### config.mk
export PLATFORM = sky130hd
export DESIGN_NAME = bfra_ctrl
export DESIGN_NICKNAME = d
export VERILOG_FILES = /design/src/sv/bfra_pkg.sv /design/src/sv/bfra_ctrl.sv
export SDC_FILE = /design/constraint.sdc
export NUM_CORES = 1
export LEC_CHECK = 0
export ABC_AREA = 1
export ABC_CLOCK_PERIOD_IN_PS = 1500
export CAP_MARGIN = 20
export CORE_UTILIZATION = 57
export DETAILED_ROUTE_END_ITERATION = 8
export DONT_BUFFER_PORTS = 1
export PLACE_DENSITY = 0.83
export SYNTH_ARGS = -nofsm -noshare
export SYNTH_HDL_FRONTEND = slang
export SYNTH_SLANG_ARGS = --single-unit
### constraint.sdc
create_clock -name clk -period 1.5 [get_ports clk]
set_input_delay 0.075 -clock clk [delete_from_list [all_inputs] [get_ports clk]]
set_output_delay 0.075 -clock clk [all_outputs]
set_load 0.05 [all_outputs]
### src/sv/bfra_pkg.sv
// Shared types and constants of the best-fit region allocator.
package bfra_pkg;

	localparam int unsigned ADDR_W = 20;
	localparam int unsigned SIZE_W = 21;
	localparam int unsigned GF_W   = 7;

	localparam logic [SIZE_W-1:0] INIT_CAP_RST = 21'd1024;
	localparam logic [GF_W-1:0]   GF_RST       = 7'd32;
	localparam logic [GF_W-1:0]   GF_UNIT      = 7'd16;

	localparam logic [1:0] REQ_ALLOC   = 2'd0;
	localparam logic [1:0] REQ_FREE    = 2'd1;
	localparam logic [1:0] REQ_REALLOC = 2'd2;

	localparam logic CFG_INIT_CAP = 1'b0;
	localparam logic CFG_GROWTH   = 1'b1;

	typedef enum logic [1:0] {
		ST_OK      = 2'd0,
		ST_ZERO    = 2'd1,
		ST_NOENT   = 2'd2,
		ST_NOSPACE = 2'd3
	} status_t;

	typedef enum logic [4:0] {
		OP_NONE, OP_INIT, OP_ACCEPT, OP_DISP, OP_FIND_RD, OP_FIND_CHK,
		OP_FP_RD, OP_FP_CHK, OP_FN_RD, OP_FN_CHK, OP_FW, OP_SH_RD, OP_SH_WR,
		OP_AF, OP_AS_RD, OP_AS_CHK, OP_BEST_WR, OP_SET_SMALL, OP_SET_NC,
		OP_IN_RD, OP_IN_WR, OP_GROW_STEP, OP_GCHK, OP_GW2, OP_LOAD_OUT
	} op_t;

	typedef struct packed {
		op_t     op;
		logic    set_res;
		status_t st;
		logic    res_addr;
	} cmd_t;

	typedef struct packed {
		logic       init_pend;
		logic [1:0] req_type;
		logic       size_zero;
		logic       match;
		logic       rd_free;
		logic       same;
		logic       i_last;
		logic       has_prev;
		logic       has_next;
		logic       k_zero;
		logic       sh_more;
		logic       best_valid;
		logic       best_ovf;
		logic       best_exact;
		logic       in_more;
		logic       small_gf;
		logic       small_fail;
		logic       grow_done;
		logic       grow_fail;
		logic       slots_fail;
		logic       gleft_pos;
		logic       out_free;
	} flags_t;

endpackage

### src/sv/bfra_ctrl.sv
// Controller: request sequencer for find, free with merge, best-fit scan and growth.
module bfra_ctrl (
	input  logic             clk,
	input  logic             arst_n,
	input  logic             req_valid,
	output logic             req_ready,
	input  bfra_pkg::flags_t fl,
	output bfra_pkg::cmd_t   cmd
);
	import bfra_pkg::*;

	typedef enum logic [21:0] {
		S_IDLE     = 22'b1 << 0,
		S_INIT     = 22'b1 << 1,
		S_DISP     = 22'b1 << 2,
		S_FIND_RD  = 22'b1 << 3,
		S_FIND_CHK = 22'b1 << 4,
		S_FP_RD    = 22'b1 << 5,
		S_FP_CHK   = 22'b1 << 6,
		S_FN_RD    = 22'b1 << 7,
		S_FN_CHK   = 22'b1 << 8,
		S_FW       = 22'b1 << 9,
		S_SH_RD    = 22'b1 << 10,
		S_SH_WR    = 22'b1 << 11,
		S_AF       = 22'b1 << 12,
		S_AS_RD    = 22'b1 << 13,
		S_AS_CHK   = 22'b1 << 14,
		S_AS_DEC   = 22'b1 << 15,
		S_IN_RD    = 22'b1 << 16,
		S_IN_WR    = 22'b1 << 17,
		S_GROW     = 22'b1 << 18,
		S_GCHK     = 22'b1 << 19,
		S_GW2      = 22'b1 << 20,
		S_DONE     = 22'b1 << 21
	} state_t;

	state_t state_q, state_d;

	assign req_ready = (state_q == S_IDLE) && !fl.init_pend;

	always_comb begin
		state_d = state_q;
		cmd     = '{op: OP_NONE, set_res: 1'b0, st: ST_OK, res_addr: 1'b0};
		unique case (state_q)
			S_IDLE: begin
				if (fl.init_pend) begin
					state_d = S_INIT;
				end else if (req_valid) begin
					cmd.op  = OP_ACCEPT;
					state_d = S_DISP;
				end
			end
			S_INIT: begin
				cmd.op  = OP_INIT;
				state_d = S_IDLE;
			end
			S_DISP: begin
				cmd.op = OP_DISP;
				priority if (fl.req_type == REQ_ALLOC) begin
					if (fl.size_zero) begin
						cmd.set_res = 1'b1;
						cmd.st      = ST_ZERO;
						state_d     = S_DONE;
					end else begin
						state_d = S_AS_RD;
					end
				end else if (fl.req_type == REQ_FREE || fl.req_type == REQ_REALLOC) begin
					state_d = S_FIND_RD;
				end else begin
					cmd.set_res = 1'b1;
					cmd.st      = ST_NOENT;
					state_d     = S_DONE;
				end
			end
			S_FIND_RD: begin
				cmd.op  = OP_FIND_RD;
				state_d = S_FIND_CHK;
			end
			S_FIND_CHK: begin
				cmd.op = OP_FIND_CHK;
				priority if (fl.match && fl.rd_free) begin
					cmd.set_res = 1'b1;
					cmd.st      = ST_NOENT;
					state_d     = S_DONE;
				end else if (fl.match && fl.req_type == REQ_REALLOC && fl.same) begin
					cmd.set_res  = 1'b1;
					cmd.res_addr = 1'b1;
					state_d      = S_DONE;
				end else if (fl.match) begin
					state_d = S_FP_RD;
				end else if (fl.i_last) begin
					cmd.set_res = 1'b1;
					cmd.st      = ST_NOENT;
					state_d     = S_DONE;
				end else begin
					state_d = S_FIND_RD;
				end
			end
			S_FP_RD: begin
				cmd.op  = OP_FP_RD;
				state_d = fl.has_prev ? S_FP_CHK : S_FN_RD;
			end
			S_FP_CHK: begin
				cmd.op  = OP_FP_CHK;
				state_d = S_FN_RD;
			end
			S_FN_RD: begin
				cmd.op  = OP_FN_RD;
				state_d = fl.has_next ? S_FN_CHK : S_FW;
			end
			S_FN_CHK: begin
				cmd.op  = OP_FN_CHK;
				state_d = S_FW;
			end
			S_FW: begin
				cmd.op  = OP_FW;
				state_d = fl.k_zero ? S_AF : S_SH_RD;
			end
			S_SH_RD: begin
				cmd.op  = OP_SH_RD;
				state_d = fl.sh_more ? S_SH_WR : S_AF;
			end
			S_SH_WR: begin
				cmd.op  = OP_SH_WR;
				state_d = S_SH_RD;
			end
			S_AF: begin
				cmd.op = OP_AF;
				priority if (fl.req_type == REQ_FREE) begin
					cmd.set_res  = 1'b1;
					cmd.res_addr = 1'b1;
					state_d      = S_DONE;
				end else if (fl.size_zero) begin
					cmd.set_res = 1'b1;
					cmd.st      = ST_ZERO;
					state_d     = S_DONE;
				end else begin
					state_d = S_AS_RD;
				end
			end
			S_AS_RD: begin
				cmd.op  = OP_AS_RD;
				state_d = S_AS_CHK;
			end
			S_AS_CHK: begin
				cmd.op  = OP_AS_CHK;
				state_d = fl.i_last ? S_AS_DEC : S_AS_RD;
			end
			S_AS_DEC: begin
				priority if (fl.best_valid && fl.best_ovf) begin
					cmd.set_res = 1'b1;
					cmd.st      = ST_NOSPACE;
					state_d     = S_DONE;
				end else if (fl.best_valid) begin
					cmd.op = OP_BEST_WR;
					if (fl.best_exact) begin
						cmd.set_res = 1'b1;
						state_d     = S_DONE;
					end else begin
						state_d = S_IN_RD;
					end
				end else if (fl.small_gf && fl.small_fail) begin
					cmd.set_res = 1'b1;
					cmd.st      = ST_NOSPACE;
					state_d     = S_DONE;
				end else if (fl.small_gf) begin
					cmd.op  = OP_SET_SMALL;
					state_d = S_GCHK;
				end else begin
					cmd.op  = OP_SET_NC;
					state_d = S_GROW;
				end
			end
			S_IN_RD: begin
				cmd.op = OP_IN_RD;
				if (fl.in_more) begin
					state_d = S_IN_WR;
				end else begin
					cmd.set_res = 1'b1;
					state_d     = S_DONE;
				end
			end
			S_IN_WR: begin
				cmd.op  = OP_IN_WR;
				state_d = S_IN_RD;
			end
			S_GROW: begin
				priority if (fl.grow_done) begin
					state_d = S_GCHK;
				end else if (fl.grow_fail) begin
					cmd.set_res = 1'b1;
					cmd.st      = ST_NOSPACE;
					state_d     = S_DONE;
				end else begin
					cmd.op = OP_GROW_STEP;
				end
			end
			S_GCHK: begin
				if (fl.slots_fail) begin
					cmd.set_res = 1'b1;
					cmd.st      = ST_NOSPACE;
					state_d     = S_DONE;
				end else begin
					cmd.op = OP_GCHK;
					if (fl.gleft_pos) begin
						state_d = S_GW2;
					end else begin
						cmd.set_res = 1'b1;
						state_d     = S_DONE;
					end
				end
			end
			S_GW2: begin
				cmd.op      = OP_GW2;
				cmd.set_res = 1'b1;
				state_d     = S_DONE;
			end
			S_DONE: begin
				if (fl.out_free) begin
					cmd.op  = OP_LOAD_OUT;
					state_d = S_IDLE;
				end
			end
			default: state_d = S_IDLE;
		endcase
	end

	always_ff @(posedge clk or negedge arst_n) begin
		if (!arst_n) begin
			state_q <= S_IDLE;
		end else begin
			state_q <= state_d;
		end
	end

endmodule

==> run summary, run 1 <==
• stopped before the end — outcome
• global routing — last flow stage reached
• [ERROR GRT-0232] Routing congestion too high. Check the congestion heatmap in the GUI. — Error
• 4431 µm — half-perimeter wire length after detailed placement
• 58.22 µm — width of the chip
• 1 — total number of H-tree levels
• 0.001802 mm² — Netlist Area Pre-Place
• 0 — Syn. warnings
• 23 — largest net degree at the start of global routing
• 264 — Gate Count Post-Synth
• 20 — row cnt
• sky130_fd_sc_hd__dfrtp_1 — flip-flop cell with the highest count after synthesis
• 36 — I/O pin total
• 22 — number of sinks handled by clock tree synthesis
• 0.7480 — GRT Total Usage
• 58.22 µm — vertical die dimension
• 6.825 µm² — Syn Area/Cell
• 3 — cts bufs inserted
• 0.5950 — initial core utilization
• 0.3062 — proportion of synthesized chip area in sequential cells
• sky130_fd_sc_hd__clkbuf_4 — CTS Root Cell
• 0.002480 mm² — placed instance area
• 294 — number of nets produced by synthesis
• 5 — overall overflow remaining after global route
• 2 — largest buffer count on any clock path
• 1.000 — post-synthesis async set-or-reset flop share
• 0 — number of enable-type register cells in the synthesized netlist
• 0 — Port-buffer cells
• 0.9526 — final weighted congestion in routability-driven placement
• 22 — flip-flop and latch count after synthesis
• 30 — count of unique library cells instantiated by Yosys
-- cells in the mapped netlist (all sizes together) (3+ instances only) --
library cell,instances,area share
nor2,66,0.19
nand4,7,0.024
nand2,41,0.10
o21ai,16,0.049
ha,4,0.028
dfrtp,21,0.29
nand3,38,0.11
and3,3,0.010
a21oi,3,0.0083
nor3,10,0.028
inv,42,0.087
-- timing repair --
item / in CTS
pin swaps: 3
buffers inserted: 10
hold buffers: 19
gates resized for setup: 27
endpoints found under the hold margin: 40
endpoints found under the setup margin: 20
-- per-layer routing --
layer  GRT usage  GRT overflow
met4      0.7857             2
met3      0.5692             0
met2      0.9064             3
met1      0.7589             0
met5      0.1905             0
-- per-stage QoR --
step,std cells,worst slack [ns],setup TNS [ns]
after floorplan,264,-0.2476,-1.238
after global placement,365,-0.2467,-2.160
after detailed placement,365,-0.2840,-3.140
after CTS,398,-0.5902,-6.375
-- kinds of logic after synthesis --
| group | synth area share |
|---|---|
| DFF | 0.3063 |
| and+or+nand+nor | 0.4958 |
| AOI/OAI and AO/OA | 0.08264 |
| adders and majority gates | 0.02778 |
| buffers and inverters | 0.08750 |
==> inputs of run 2 (changes only) <==
--- a/config.mk
+++ b/config.mk
@@ -6,12 +6,12 @@
 export NUM_CORES = 1
 export LEC_CHECK = 0
 export ABC_AREA = 1
-export ABC_CLOCK_PERIOD_IN_PS = 1500
+export ABC_CLOCK_PERIOD_IN_PS = 2000
 export CAP_MARGIN = 20
-export CORE_UTILIZATION = 57
+export CORE_UTILIZATION = 40
 export DETAILED_ROUTE_END_ITERATION = 8
 export DONT_BUFFER_PORTS = 1
-export PLACE_DENSITY = 0.83
+export PLACE_DENSITY_LB_ADDON = 0.15
 export SYNTH_ARGS = -nofsm -noshare
 export SYNTH_HDL_FRONTEND = slang
 export SYNTH_SLANG_ARGS = --single-unit
==> constraint.sdc (replaced) <==
create_clock -name clk -period 2 [get_ports clk]
set_input_delay 0.1 -clock clk [delete_from_list [all_inputs] [get_ports clk]]
set_output_delay 0.1 -clock clk [all_outputs]
set_load 0.05 [all_outputs]
==> run summary, run 2 <==
• sky130_fd_sc_hd__dfrtp_1 — cell with the biggest individual delay on the critical path
• 0.4733 ns — Tightest Pin Transition
• state_q[20]$_DFFE_PN0P_ — capture instance of the worst register-to-register path
• 0 — remaining antenna violation count
• 0 — Max Cap Viol
• met2 — gr busiest metal
• 0.03509 — global routing usage on met3
• state_q x22 — largest registers ranked by flip-flop count
• 0 — antenna violations before repair
• 22 — flip-flop and latch count after synthesis
• 8 — Worst Reg-to-Reg Cells
• 9108 µm — global-route wire length before repair
• sky130_fd_sc_hd__dfrtp_1 — largest area contributor in the netlist
• 2039 — DR vias
• 0.001421 µW — P_leak
• 23 — largest net degree at the start of global routing
• 0.218 — portion of total power attributed to the clock network
• 69.12 µm — vertical die dimension
• 3 — cts bufs inserted
• 1.000 — post-synthesis async set-or-reset flop share
• 0 — max-slew violation count
• 0.3093 — global-route track usage on met1
• 696.3 mW/mm² — total power density per cell area
• sky130_fd_sc_hd__clkbuf_8 — CTS Root Cell
• 1999 — via count of the first global-routing pass
• 3794 µm — half-perimeter wire length after detailed placement
• 69.12 µm — width of the chip
• 1127 µW — Int Pwr
• 8 — final setup violating endpoints
• sky130_fd_sc_hd__nor2_1 — most numerous cell in the Yosys netlist
• 22 — max FFs per register
• 6.825 µm² — Syn Area/Cell
• 0 — number of enable-type register cells in the synthesized netlist
• 822.2 µW — switching pwr
• 2.154 ns — minimum clock period after layout
• 0.3970 — GR Layer Usage met2
• 0.3208 mV — largest vdd supply drop
• 0 — diode count
• sky130_fd_sc_hd__dfrtp_1 29%, sky130_fd_sc_hd__nor2_1 9.8%, sky130_fd_sc_hd__nand3_1 9.7% — top cells by area, synth
• reg2out — Worst Setup Path Type
• 0 — overall overflow remaining after global route
• 2 — Hold Path Stages
• 0.08539 ns — pre-CTS WS
• 1 — Fin. Hold Viols
• 2.05 ns — critical path data arrival time
• in2reg — type of the worst min-delay path
• 0.4138 — initial core utilization
• 0.3926 — share of cells above drive strength 1
• -0.1541 ns — worst setup slack after layout
• 6 — highest net fanout along the worst path
• register — kind of launch point of the worst setup path
• 0.3062 — proportion of synthesized chip area in sequential cells
• 357 — Final #Nets
• 0.2365 — GRT Total Usage
• 0.4219 — fraction of power spent switching nets
• 0.42 ns — delay contributed by the slowest stage of the critical path
• 0.004354 mm² — Core Box Area
• 0.261 — sequential share of power
• 22 — number of sinks handled by clock tree synthesis
• 294 — number of nets produced by synthesis
• fl[12] — hold path start
• finished, violations left — outcome
• 0.12 ns — register-to-register setup slack
• 6 — router iterations before antenna repair
• 36 — I/O pin total
• 1.077 — fin crit share
• 0.007676 ns — Max Clock Skew
• 1 — total number of H-tree levels
• sky130_fd_sc_hd__dfrtp_1 — flip-flop cell with the highest count after synthesis
• 1.90 ns — critical path data required time
• true — setup repair after global routing missed its margin
• 0.8829 — final weighted congestion in routability-driven placement
• 55.35% — area overhead of the layout relative to synthesis
• state_q — register with the highest flop count
• 0.6834 — Max-Slew Margin vs Limit
• nor2_4 > nand2_4 > nor2_8 > nand3_2 > nor3_1 > nor2_1 > nand4_1 > buf_12 — chain of cells forming the critical path
• 0.27 ns — source-to-sink clock delay at the later pin of the worst-skew pair
• 36 x sky130_fd_sc_hd__inv_1, 36 x sky130_fd_sc_hd__nor2_1, 31 x sky130_fd_sc_hd__buf_4, 26 x sky130_fd_sc_hd__nand3_1, 23 x sky130_fd_sc_hd__nand2_1 — commonest cells after routing, fill and taps aside
• 5783 µm — wire length after detailed routing
• yes — clock tree from TritonCTS
• 24 — row cnt
• 2 — largest buffer count on any clock path
• 0.004777 mm² — overall die area
• 0 — drt drc
• 0 — Port-buffer cells
• 0.4642 GHz — highest achievable clock rate
• hold timing, setup timing — violated checks
• 0 — Syn. warnings
• primary output — kind of capture point of the worst setup path
• 5.394 — Via density
• state_q[2]$_DFFE_PN0P_ — startpoint of the worst-slack reg-to-reg timing path
• state_q[12]$_DFFE_PN0P_ — end point of the worst hold path
• 47 x sky130_fd_sc_hd__nor2_1, 38 x sky130_fd_sc_hd__inv_1, 35 x sky130_fd_sc_hd__nand3_1, 31 x sky130_fd_sc_hd__nand2_1, 21 x sky130_fd_sc_hd__dfrtp_1 — most common library cells after synthesis
• 0.09 ns — clock-pin slew of the registers on the worst-case setup and hold paths
• 30 — count of unique library cells instantiated by Yosys
• 0.001802 mm² — Netlist Area Pre-Place
• 120 — number of violations reported at the end of detailed-routing iteration 0
• 264 — Gate Count Post-Synth
• -0.004410 ns — worst slack on hold paths
• 15.30 µm — final routed wire length divided by cell count
• 0.2917 — area fraction of the dominant cell type after synthesis
• 0.521 — fraction of power consumed by combinational cells
run 2: cell counts after synthesis:
Identical to the previous run, type by type.
run 2: worst max path at each step:
stage                                 start  endpoint  slack [ns]  depth (start not counted)
finish              state_q[18]$_DFFE_PN0P_    cmd[4]       -0.15                          8
global route        state_q[18]$_DFFE_PN0P_    cmd[4]       -0.20                          8
CTS                  state_q[7]$_DFFE_PN0P_    cmd[6]       -0.03                         10
detailed placement   state_q[2]$_DFFE_PN0P_    cmd[6]        0.09                         10
global placement     state_q[2]$_DFFE_PN0P_    cmd[6]        0.06                         10
floorplan           state_q[19]$_DFFE_PN0P_    cmd[0]       0.001                          7
run 2: area by class of cell:
type                            count  area (µm²)
Sequential cell                    22       551.8
Clock buffer                        3       41.29
Clock inverter                      1       30.03
Timing Repair Buffer               58       554.3
Multi-Input combinational cell    200        1394
Fill cell                         358        1555
Inverter                           42       162.7
Tap cell                           52       65.06
run 2: cells by family after synthesis:
family,Yosys count,share of synthesized area
fa+ha+maj,4,0.02778
flops,22,0.3063
buf+inv,42,0.08750
simple gates,171,0.4958
compound gates,25,0.08264
run 2: power groups by stage:
stage	Clock (µW)	Sequential [µW]	Combinational, µW
after CTS	427	513	907
after floorplan	0	515	566
final	424	509	1020
after global placement	0	519	744
after global routing	443	513	1110
after detailed placement	0	521	748
run 2: per-stage QoR:
step           total power, µW  area [µm²]  setup TNS [ns]  instances  utilization
2_1_floorplan             1081        1814               0        264            -
3_3_place_gp              1263        2022               0        330       0.4644
3_5_place_dp              1269        2022               0        330       0.4644
4_1_cts                   1847        2595         -0.1109        371       0.5960
5_1_grt                   2063        2799          -1.081        378       0.6428
6_report                  1949        2799         -0.5447        378       0.6428
run 2: critical path: cells and delay by family (launching register included):
family / cells / cell delay, ns
AND/OR/NAND/NOR: 7 / 1.21
flip-flops: 1 / 0.42
buffers and inverters: 1 / 0.16
run 2: what timing repair did:
action | in CTS | in global routing
setup endpoints to repair | 9 | 12
resized for setup | 44 | 33
hold endpoints to repair | 35 | 1
pin swaps | 22 | 20
hold buffers | 13 | 1
setup buffers | 24 | 5
run 2: layer usage:
layer / wire length (µm) / share of wire
met5: 0 / 0
met4: 191 / 0.033
met3: 329 / 0.057
met2: 2878 / 0.50
met1: 2384 / 0.41
(Power assumes the default switching activity.)
==> inputs of run 3 (changes only) <==
--- a/config.mk
+++ b/config.mk
@@ -12,6 +12,7 @@
 export DETAILED_ROUTE_END_ITERATION = 8
 export DONT_BUFFER_PORTS = 1
 export PLACE_DENSITY_LB_ADDON = 0.15
+export RECOVER_POWER = 25
 export SYNTH_ARGS = -nofsm -noshare
 export SYNTH_HDL_FRONTEND = slang
 export SYNTH_SLANG_ARGS = --single-unit
==> run summary, run 3 (synthesis gave the netlist of run 2 again) <==
• nor2_4 > nand2_4 > nor2_8 > nand3_2 > nor3_1 > nor2_1 > nand4_1 > buf_12 — chain of cells forming the critical path
• 5 — router iterations before antenna repair
• 0.2365 — GRT Total Usage
• 69.12 µm — vertical die dimension
• 0.03509 — global routing usage on met3
• 3 — cts bufs inserted
• 22 — max FFs per register
• 0.3970 — GR Layer Usage met2
• 0.12 ns — register-to-register setup slack
• 0.007870 ns — Max Clock Skew
• sky130_fd_sc_hd__dfrtp_1 — cell with the biggest individual delay on the critical path
• 119 — number of violations reported at the end of detailed-routing iteration 0
• -0.003879 ns — worst slack on hold paths
• 0 — antenna violations before repair
• 0.09 ns — clock-pin slew of the registers on the worst-case setup and hold paths
• 0.004354 mm² — Core Box Area
• 1.074 — fin crit share
• state_q x22 — largest registers ranked by flip-flop count
• 5795 µm — wire length after detailed routing
• state_q[2]$_DFFE_PN0P_ — startpoint of the worst-slack reg-to-reg timing path
• yes — clock tree from TritonCTS
• 23 — largest net degree at the start of global routing
• 697.1 mW/mm² — total power density per cell area
• 2048 — DR vias
• 1 — total number of H-tree levels
• 0.4138 — initial core utilization
• 0.27 ns — source-to-sink clock delay at the later pin of the worst-skew pair
• 1.90 ns — critical path data required time
• 0.8829 — final weighted congestion in routability-driven placement
• primary output — kind of capture point of the worst setup path
• in2reg — type of the worst min-delay path
• 0 — max-slew violation count
• 2.148 ns — minimum clock period after layout
• 0.4655 GHz — highest achievable clock rate
• 54.93% — area overhead of the layout relative to synthesis
• 0.3896 — share of cells above drive strength 1
• register — kind of launch point of the worst setup path
• 24 — row cnt
• met2 — gr busiest metal
• 330 — dpl cells
• 0 — Max Cap Viol
• 7 — final setup violating endpoints
• 8 — Worst Reg-to-Reg Cells
• 0.004777 mm² — overall die area
• 0 — diode count
• 69.12 µm — width of the chip
• fl[12] — hold path start
• 2 — largest buffer count on any clock path
• 2.05 ns — critical path data arrival time
• -0.1484 ns — worst setup slack after layout
• 378 — final standard cell count with taps included and fillers excluded
• 0.42 ns — delay contributed by the slowest stage of the critical path
• 36 x sky130_fd_sc_hd__inv_1, 36 x sky130_fd_sc_hd__nor2_1, 31 x sky130_fd_sc_hd__buf_4, 26 x sky130_fd_sc_hd__nand3_1, 23 x sky130_fd_sc_hd__nand2_1 — commonest cells after routing, fill and taps aside
• finished, violations left — outcome
• 0 — overall overflow remaining after global route
• 0 — remaining antenna violation count
• true — setup repair after global routing missed its margin
• -0.5406 ns — Setup Total Neg Slack
• 36 — I/O pin total
• state_q[20]$_DFFE_PN0P_ — capture instance of the worst register-to-register path
• 9108 µm — global-route wire length before repair
• 0.001416 µW — P_leak
• state_q[12]$_DFFE_PN0P_ — end point of the worst hold path
• 6 — highest net fanout along the worst path
• 1999 — via count of the first global-routing pass
• 0.3207 mV — largest vdd supply drop
• hold timing, setup timing — violated checks
• 1946 µW — Final Power
• 0 — drt drc
• 15.33 µm — final routed wire length divided by cell count
• 357 — Final #Nets
• 1 — Fin. Hold Viols
• 5.418 — Via density
• state_q — register with the highest flop count
• 2 — Hold Path Stages
• 0.3093 — global-route track usage on met1
• sky130_fd_sc_hd__clkbuf_8 — CTS Root Cell
• 3794 µm — half-perimeter wire length after detailed placement
• 0.5112 — Max-Slew Margin vs Limit
• 0.7332 ns — Tightest Pin Transition
• 0 — Port-buffer cells
• 22 — number of sinks handled by clock tree synthesis
• reg2out — Worst Setup Path Type
==> run 3: cell types whose count changed in the layout (fill, tap and decap cells not counted), sizes merged <==
cell / before / now
buf: 44 / 43
clkbuf: 3 / 4
==> run 3: final cells by class <==
cell class              instances  area [µm²]
repair buffers                 58       546.8
inverters                      42       162.7
clock buffers                   3       41.29
well taps                      52       65.06
multi-input cells             200        1394
flip-flops and latches         22       551.8
fillers                       360        1563
clock inverters                 1       30.03
==> run 3: worst max-delay path by stage <==
stage | startpoint | endpoint | slack (ns)
2_1_floorplan | state_q[19]$_DFFE_PN0P_ | cmd[0] | 0.001
3_3_place_gp | state_q[2]$_DFFE_PN0P_ | cmd[6] | 0.06
3_5_place_dp | state_q[2]$_DFFE_PN0P_ | cmd[6] | 0.09
4_1_cts | state_q[7]$_DFFE_PN0P_ | cmd[6] | -0.03
5_1_grt | state_q[18]$_DFFE_PN0P_ | cmd[4] | -0.20
6_report | state_q[18]$_DFFE_PN0P_ | cmd[4] | -0.15
==> run 3: worst max-delay path: cells and delay by family, from the launching register on <==
| family | cells | cell delay (ns) |
|---|---|---|
| DFF | 1 | 0.42 |
| and+or+nand+nor | 7 | 1.21 |
| buffers and inverters | 1 | 0.16 |
==> run 3: metrics by stage <==
stage                     utilization  setup WS, ns  cell area [µm²]
final                          0.6411       -0.1484             2791
after global routing           0.6411       -0.1952             2791
after CTS                      0.5960      -0.02735             2595
after detailed placement       0.4644       0.08539             2022
after global placement         0.4644       0.06043             2022
after floorplan                     -      0.001305             1814
==> run 3: power by group <==
| part | total [µW] | switching [µW] | internal, µW |
|---|---|---|---|
| clock network | 423 | 156 | 268 |
| registers | 509 | 23.4 | 486 |
| logic | 1010 | 641 | 372 |
| total | 1950 | 821 | 1130 |
==> run 3: what timing repair did <==
| item | 4_1_cts | 5_1_grt |
|---|---|---|
| hold buffers | 13 | 1 |
| pin swaps | 22 | 20 |
| hold endpoints to repair | 35 | 1 |
| buffers inserted | 24 | 5 |
| setup endpoints to repair | 9 | 12 |
| gates resized for setup | 44 | 33 |
==> run 3: per-layer routing <==
layer,part of all wire,vias up
li1,-,990
met1,0.41,946
met2,0.50,90
met3,0.059,22
met4,0.034,0
met5,0,-
==> inputs of run 4 (changes only) <==
--- a/config.mk
+++ b/config.mk
@@ -8,6 +8,7 @@
 export ABC_AREA = 1
 export ABC_CLOCK_PERIOD_IN_PS = 2000
 export CAP_MARGIN = 20
+export CORE_MARGIN = 8
 export CORE_UTILIZATION = 40
 export DETAILED_ROUTE_END_ITERATION = 8
 export DONT_BUFFER_PORTS = 1
==> run summary, run 4 (synthesis gave the netlist of run 2 again) <==
• 0.9596 — final weighted congestion in routability-driven placement
• 0.1504 — GRT Total Usage
• register — kind of launch point of the worst setup path
• 0 — Port-buffer cells
• in2reg — type of the worst min-delay path
• 0.07 ns — register-to-register setup slack
• 8 — highest net fanout along the worst path
• 736.8 mW/mm² — total power density per cell area
• 0.004354 mm² — Core Box Area
• 1900 — via count of the first global-routing pass
• -0.08595 ns — worst setup slack after layout
• 0 — diode count
• 0.6057 — Final Util
• 7 — final setup violating endpoints
• 8956 µm — global-route wire length before repair
• primary output — kind of capture point of the worst setup path
• state_q[20]$_DFFE_PN0P_ — capture instance of the worst register-to-register path
• 0.27 ns — source-to-sink clock delay at the later pin of the worst-skew pair
• 0 — antenna violations before repair
• fl[3] — hold path start
• 1.90 ns — critical path data required time
• 0.05250 ns — pre-CTS WS
• 0.6598 ns — Tightest Pin Transition
• 1971 — DR vias
• 0.3542 — share of cells above drive strength 1
• 121 — number of violations reported at the end of detailed-routing iteration 0
• 0.4138 — initial core utilization
• finished, violations left — outcome
• 0 — overall overflow remaining after global route
• 2.086 ns — minimum clock period after layout
• 0.08 ns — clock-pin slew of the registers on the worst-case setup and hold paths
• 371 — final standard cell count with taps included and fillers excluded
• cmd[1] — capture point of the critical path
• sky130_fd_sc_hd__clkbuf_8 — CTS Root Cell
• 0 — remaining antenna violation count
• 5.313 — Via density
• 0 — drt drc
• state_q — register with the highest flop count
• reg2out — Worst Setup Path Type
• 0.01306 ns — worst slack on hold paths
• 36 — I/O pin total
• state_q[18]$_DFFE_PN0P_ — CP Launch Point
• 0.3002 mV — largest vdd supply drop
• 46.39% — area overhead of the layout relative to synthesis
• 0.001333 µW — P_leak
• 0 — Fin. Hold Viols
• state_q x22 — largest registers ranked by flip-flop count
• 1.99 ns — critical path data arrival time
• 1.043 — fin crit share
• 0.006908 mm² — overall die area
• 4104 µm — half-perimeter wire length after detailed placement
• 1 — total number of H-tree levels
• 0.5601 — Max-Slew Margin vs Limit
• setup timing — violated checks
• 2 — largest buffer count on any clock path
• 328 — dpl cells
• 14.82 µm — final routed wire length divided by cell count
• 24 — row cnt
• 40 x sky130_fd_sc_hd__nor2_1, 37 x sky130_fd_sc_hd__inv_1, 29 x sky130_fd_sc_hd__nand3_1, 27 x sky130_fd_sc_hd__buf_4, 26 x sky130_fd_sc_hd__nand2_1 — commonest cells after routing, fill and taps aside
• 83.12 µm — vertical die dimension
• 0.007891 ns — Max Clock Skew
• 8 — Worst Reg-to-Reg Cells
• 83.12 µm — width of the chip
• 22 — number of sinks handled by clock tree synthesis
• 22 — max FFs per register
• 5 — router iterations before antenna repair
• -0.5148 ns — Setup Total Neg Slack
• 0 — Max Cap Viol
• yes — clock tree from TritonCTS
• true — setup repair after global routing missed its margin
• 3 — cts bufs inserted
• 0 — max-slew violation count
• state_q[5]$_DFFE_PN0P_ — startpoint of the worst-slack reg-to-reg timing path
• sky130_fd_sc_hd__nor2_1 — commonest non-fill, non-tap cell in the layout
• 350 — Final #Nets
• 23 — largest net degree at the start of global routing
• 5498 µm — wire length after detailed routing
• 0.4794 GHz — highest achievable clock rate
## run 4: cell types whose count changed in the layout (fill, tap and decap cells not counted), moves of 2 or more
cell | before | now
sky130_fd_sc_hd__buf_4 | 31 | 27
sky130_fd_sc_hd__nor2_1 | 36 | 40
sky130_fd_sc_hd__nand2_1 | 23 | 26
sky130_fd_sc_hd__nand2_4 | 8 | 5
sky130_fd_sc_hd__nand3_1 | 26 | 29
sky130_fd_sc_hd__nor2_4 | 16 | 13
sky130_fd_sc_hd__buf_6 | 8 | 6
sky130_fd_sc_hd__dfrtp_1 | 21 | 19
sky130_fd_sc_hd__dfrtp_2 | 0 | 2
sky130_fd_sc_hd__nand3_4 | 6 | 4
## run 4: power breakdown
group	internal, µW	switching [µW]	total (µW)	leakage, µW
clock network	267	158	425	0.0000357
logic	387	615	1000	0.000998
registers	486	30.9	517	0.000299
## run 4: through the flow
step | area (µm²) | power [µW]
6_report | 2638 | 1943
5_1_grt | 2638 | 2048
4_1_cts | 2452 | 1845
3_5_place_dp | 2007 | 1276
3_3_place_gp | 2007 | 1277
2_1_floorplan | 1814 | 1081
## run 4: worst min path at each step
| stage | end | cells after the start |
|---|---|---|
| CTS | state_q[13]$_DFFE_PN0P_ | 1 |
| floorplan | state_q[10]$_DFFE_PN0P_ | 0 |
| global placement | state_q[12]$_DFFE_PN0P_ | 0 |
| global route | state_q[0]$_DFFE_PN1P_ | 2 |
| finish | state_q[0]$_DFFE_PN1P_ | 2 |
| detailed placement | state_q[12]$_DFFE_PN0P_ | 0 |
## run 4: critical path, cell delays in order, from the launching register on
cell and delay [ns]:
sky130_fd_sc_hd__dfrtp_2 0.45, sky130_fd_sc_hd__nor2_4 0.21, sky130_fd_sc_hd__nand2_4 0.10, sky130_fd_sc_hd__nor2_8 0.16, sky130_fd_sc_hd__buf_4 0.16, sky130_fd_sc_hd__nand3_4 0.12
sky130_fd_sc_hd__o21ai_2 0.15, sky130_fd_sc_hd__nor2_1 0.08, sky130_fd_sc_hd__o311ai_2 0.08, sky130_fd_sc_hd__buf_6 0.20
## run 4: final cells by class
cell class              instances  area [µm²]
well taps                      52       65.06
multi-input cells             200        1313
clock buffers                   3       41.29
repair buffers                 51       474.2
clock inverters                 1       30.03
fillers                       382        1717
inverters                      42       160.2
flip-flops and latches         22       554.3
## run 4: repair_timing
item,in CTS,in global routing
endpoints found under the setup margin,9,10
setup buffers,14,10
hold endpoints to repair,35,1
hold buffers,13,1
resized for setup,33,24
pin swaps,14,18
## run 4: metal layers
layer	wire [µm]	global-route usage
met2	2605	0.2489
met1	2466	0.1997
met5	0	0
met4	59	0.03195
met3	366	0.02246
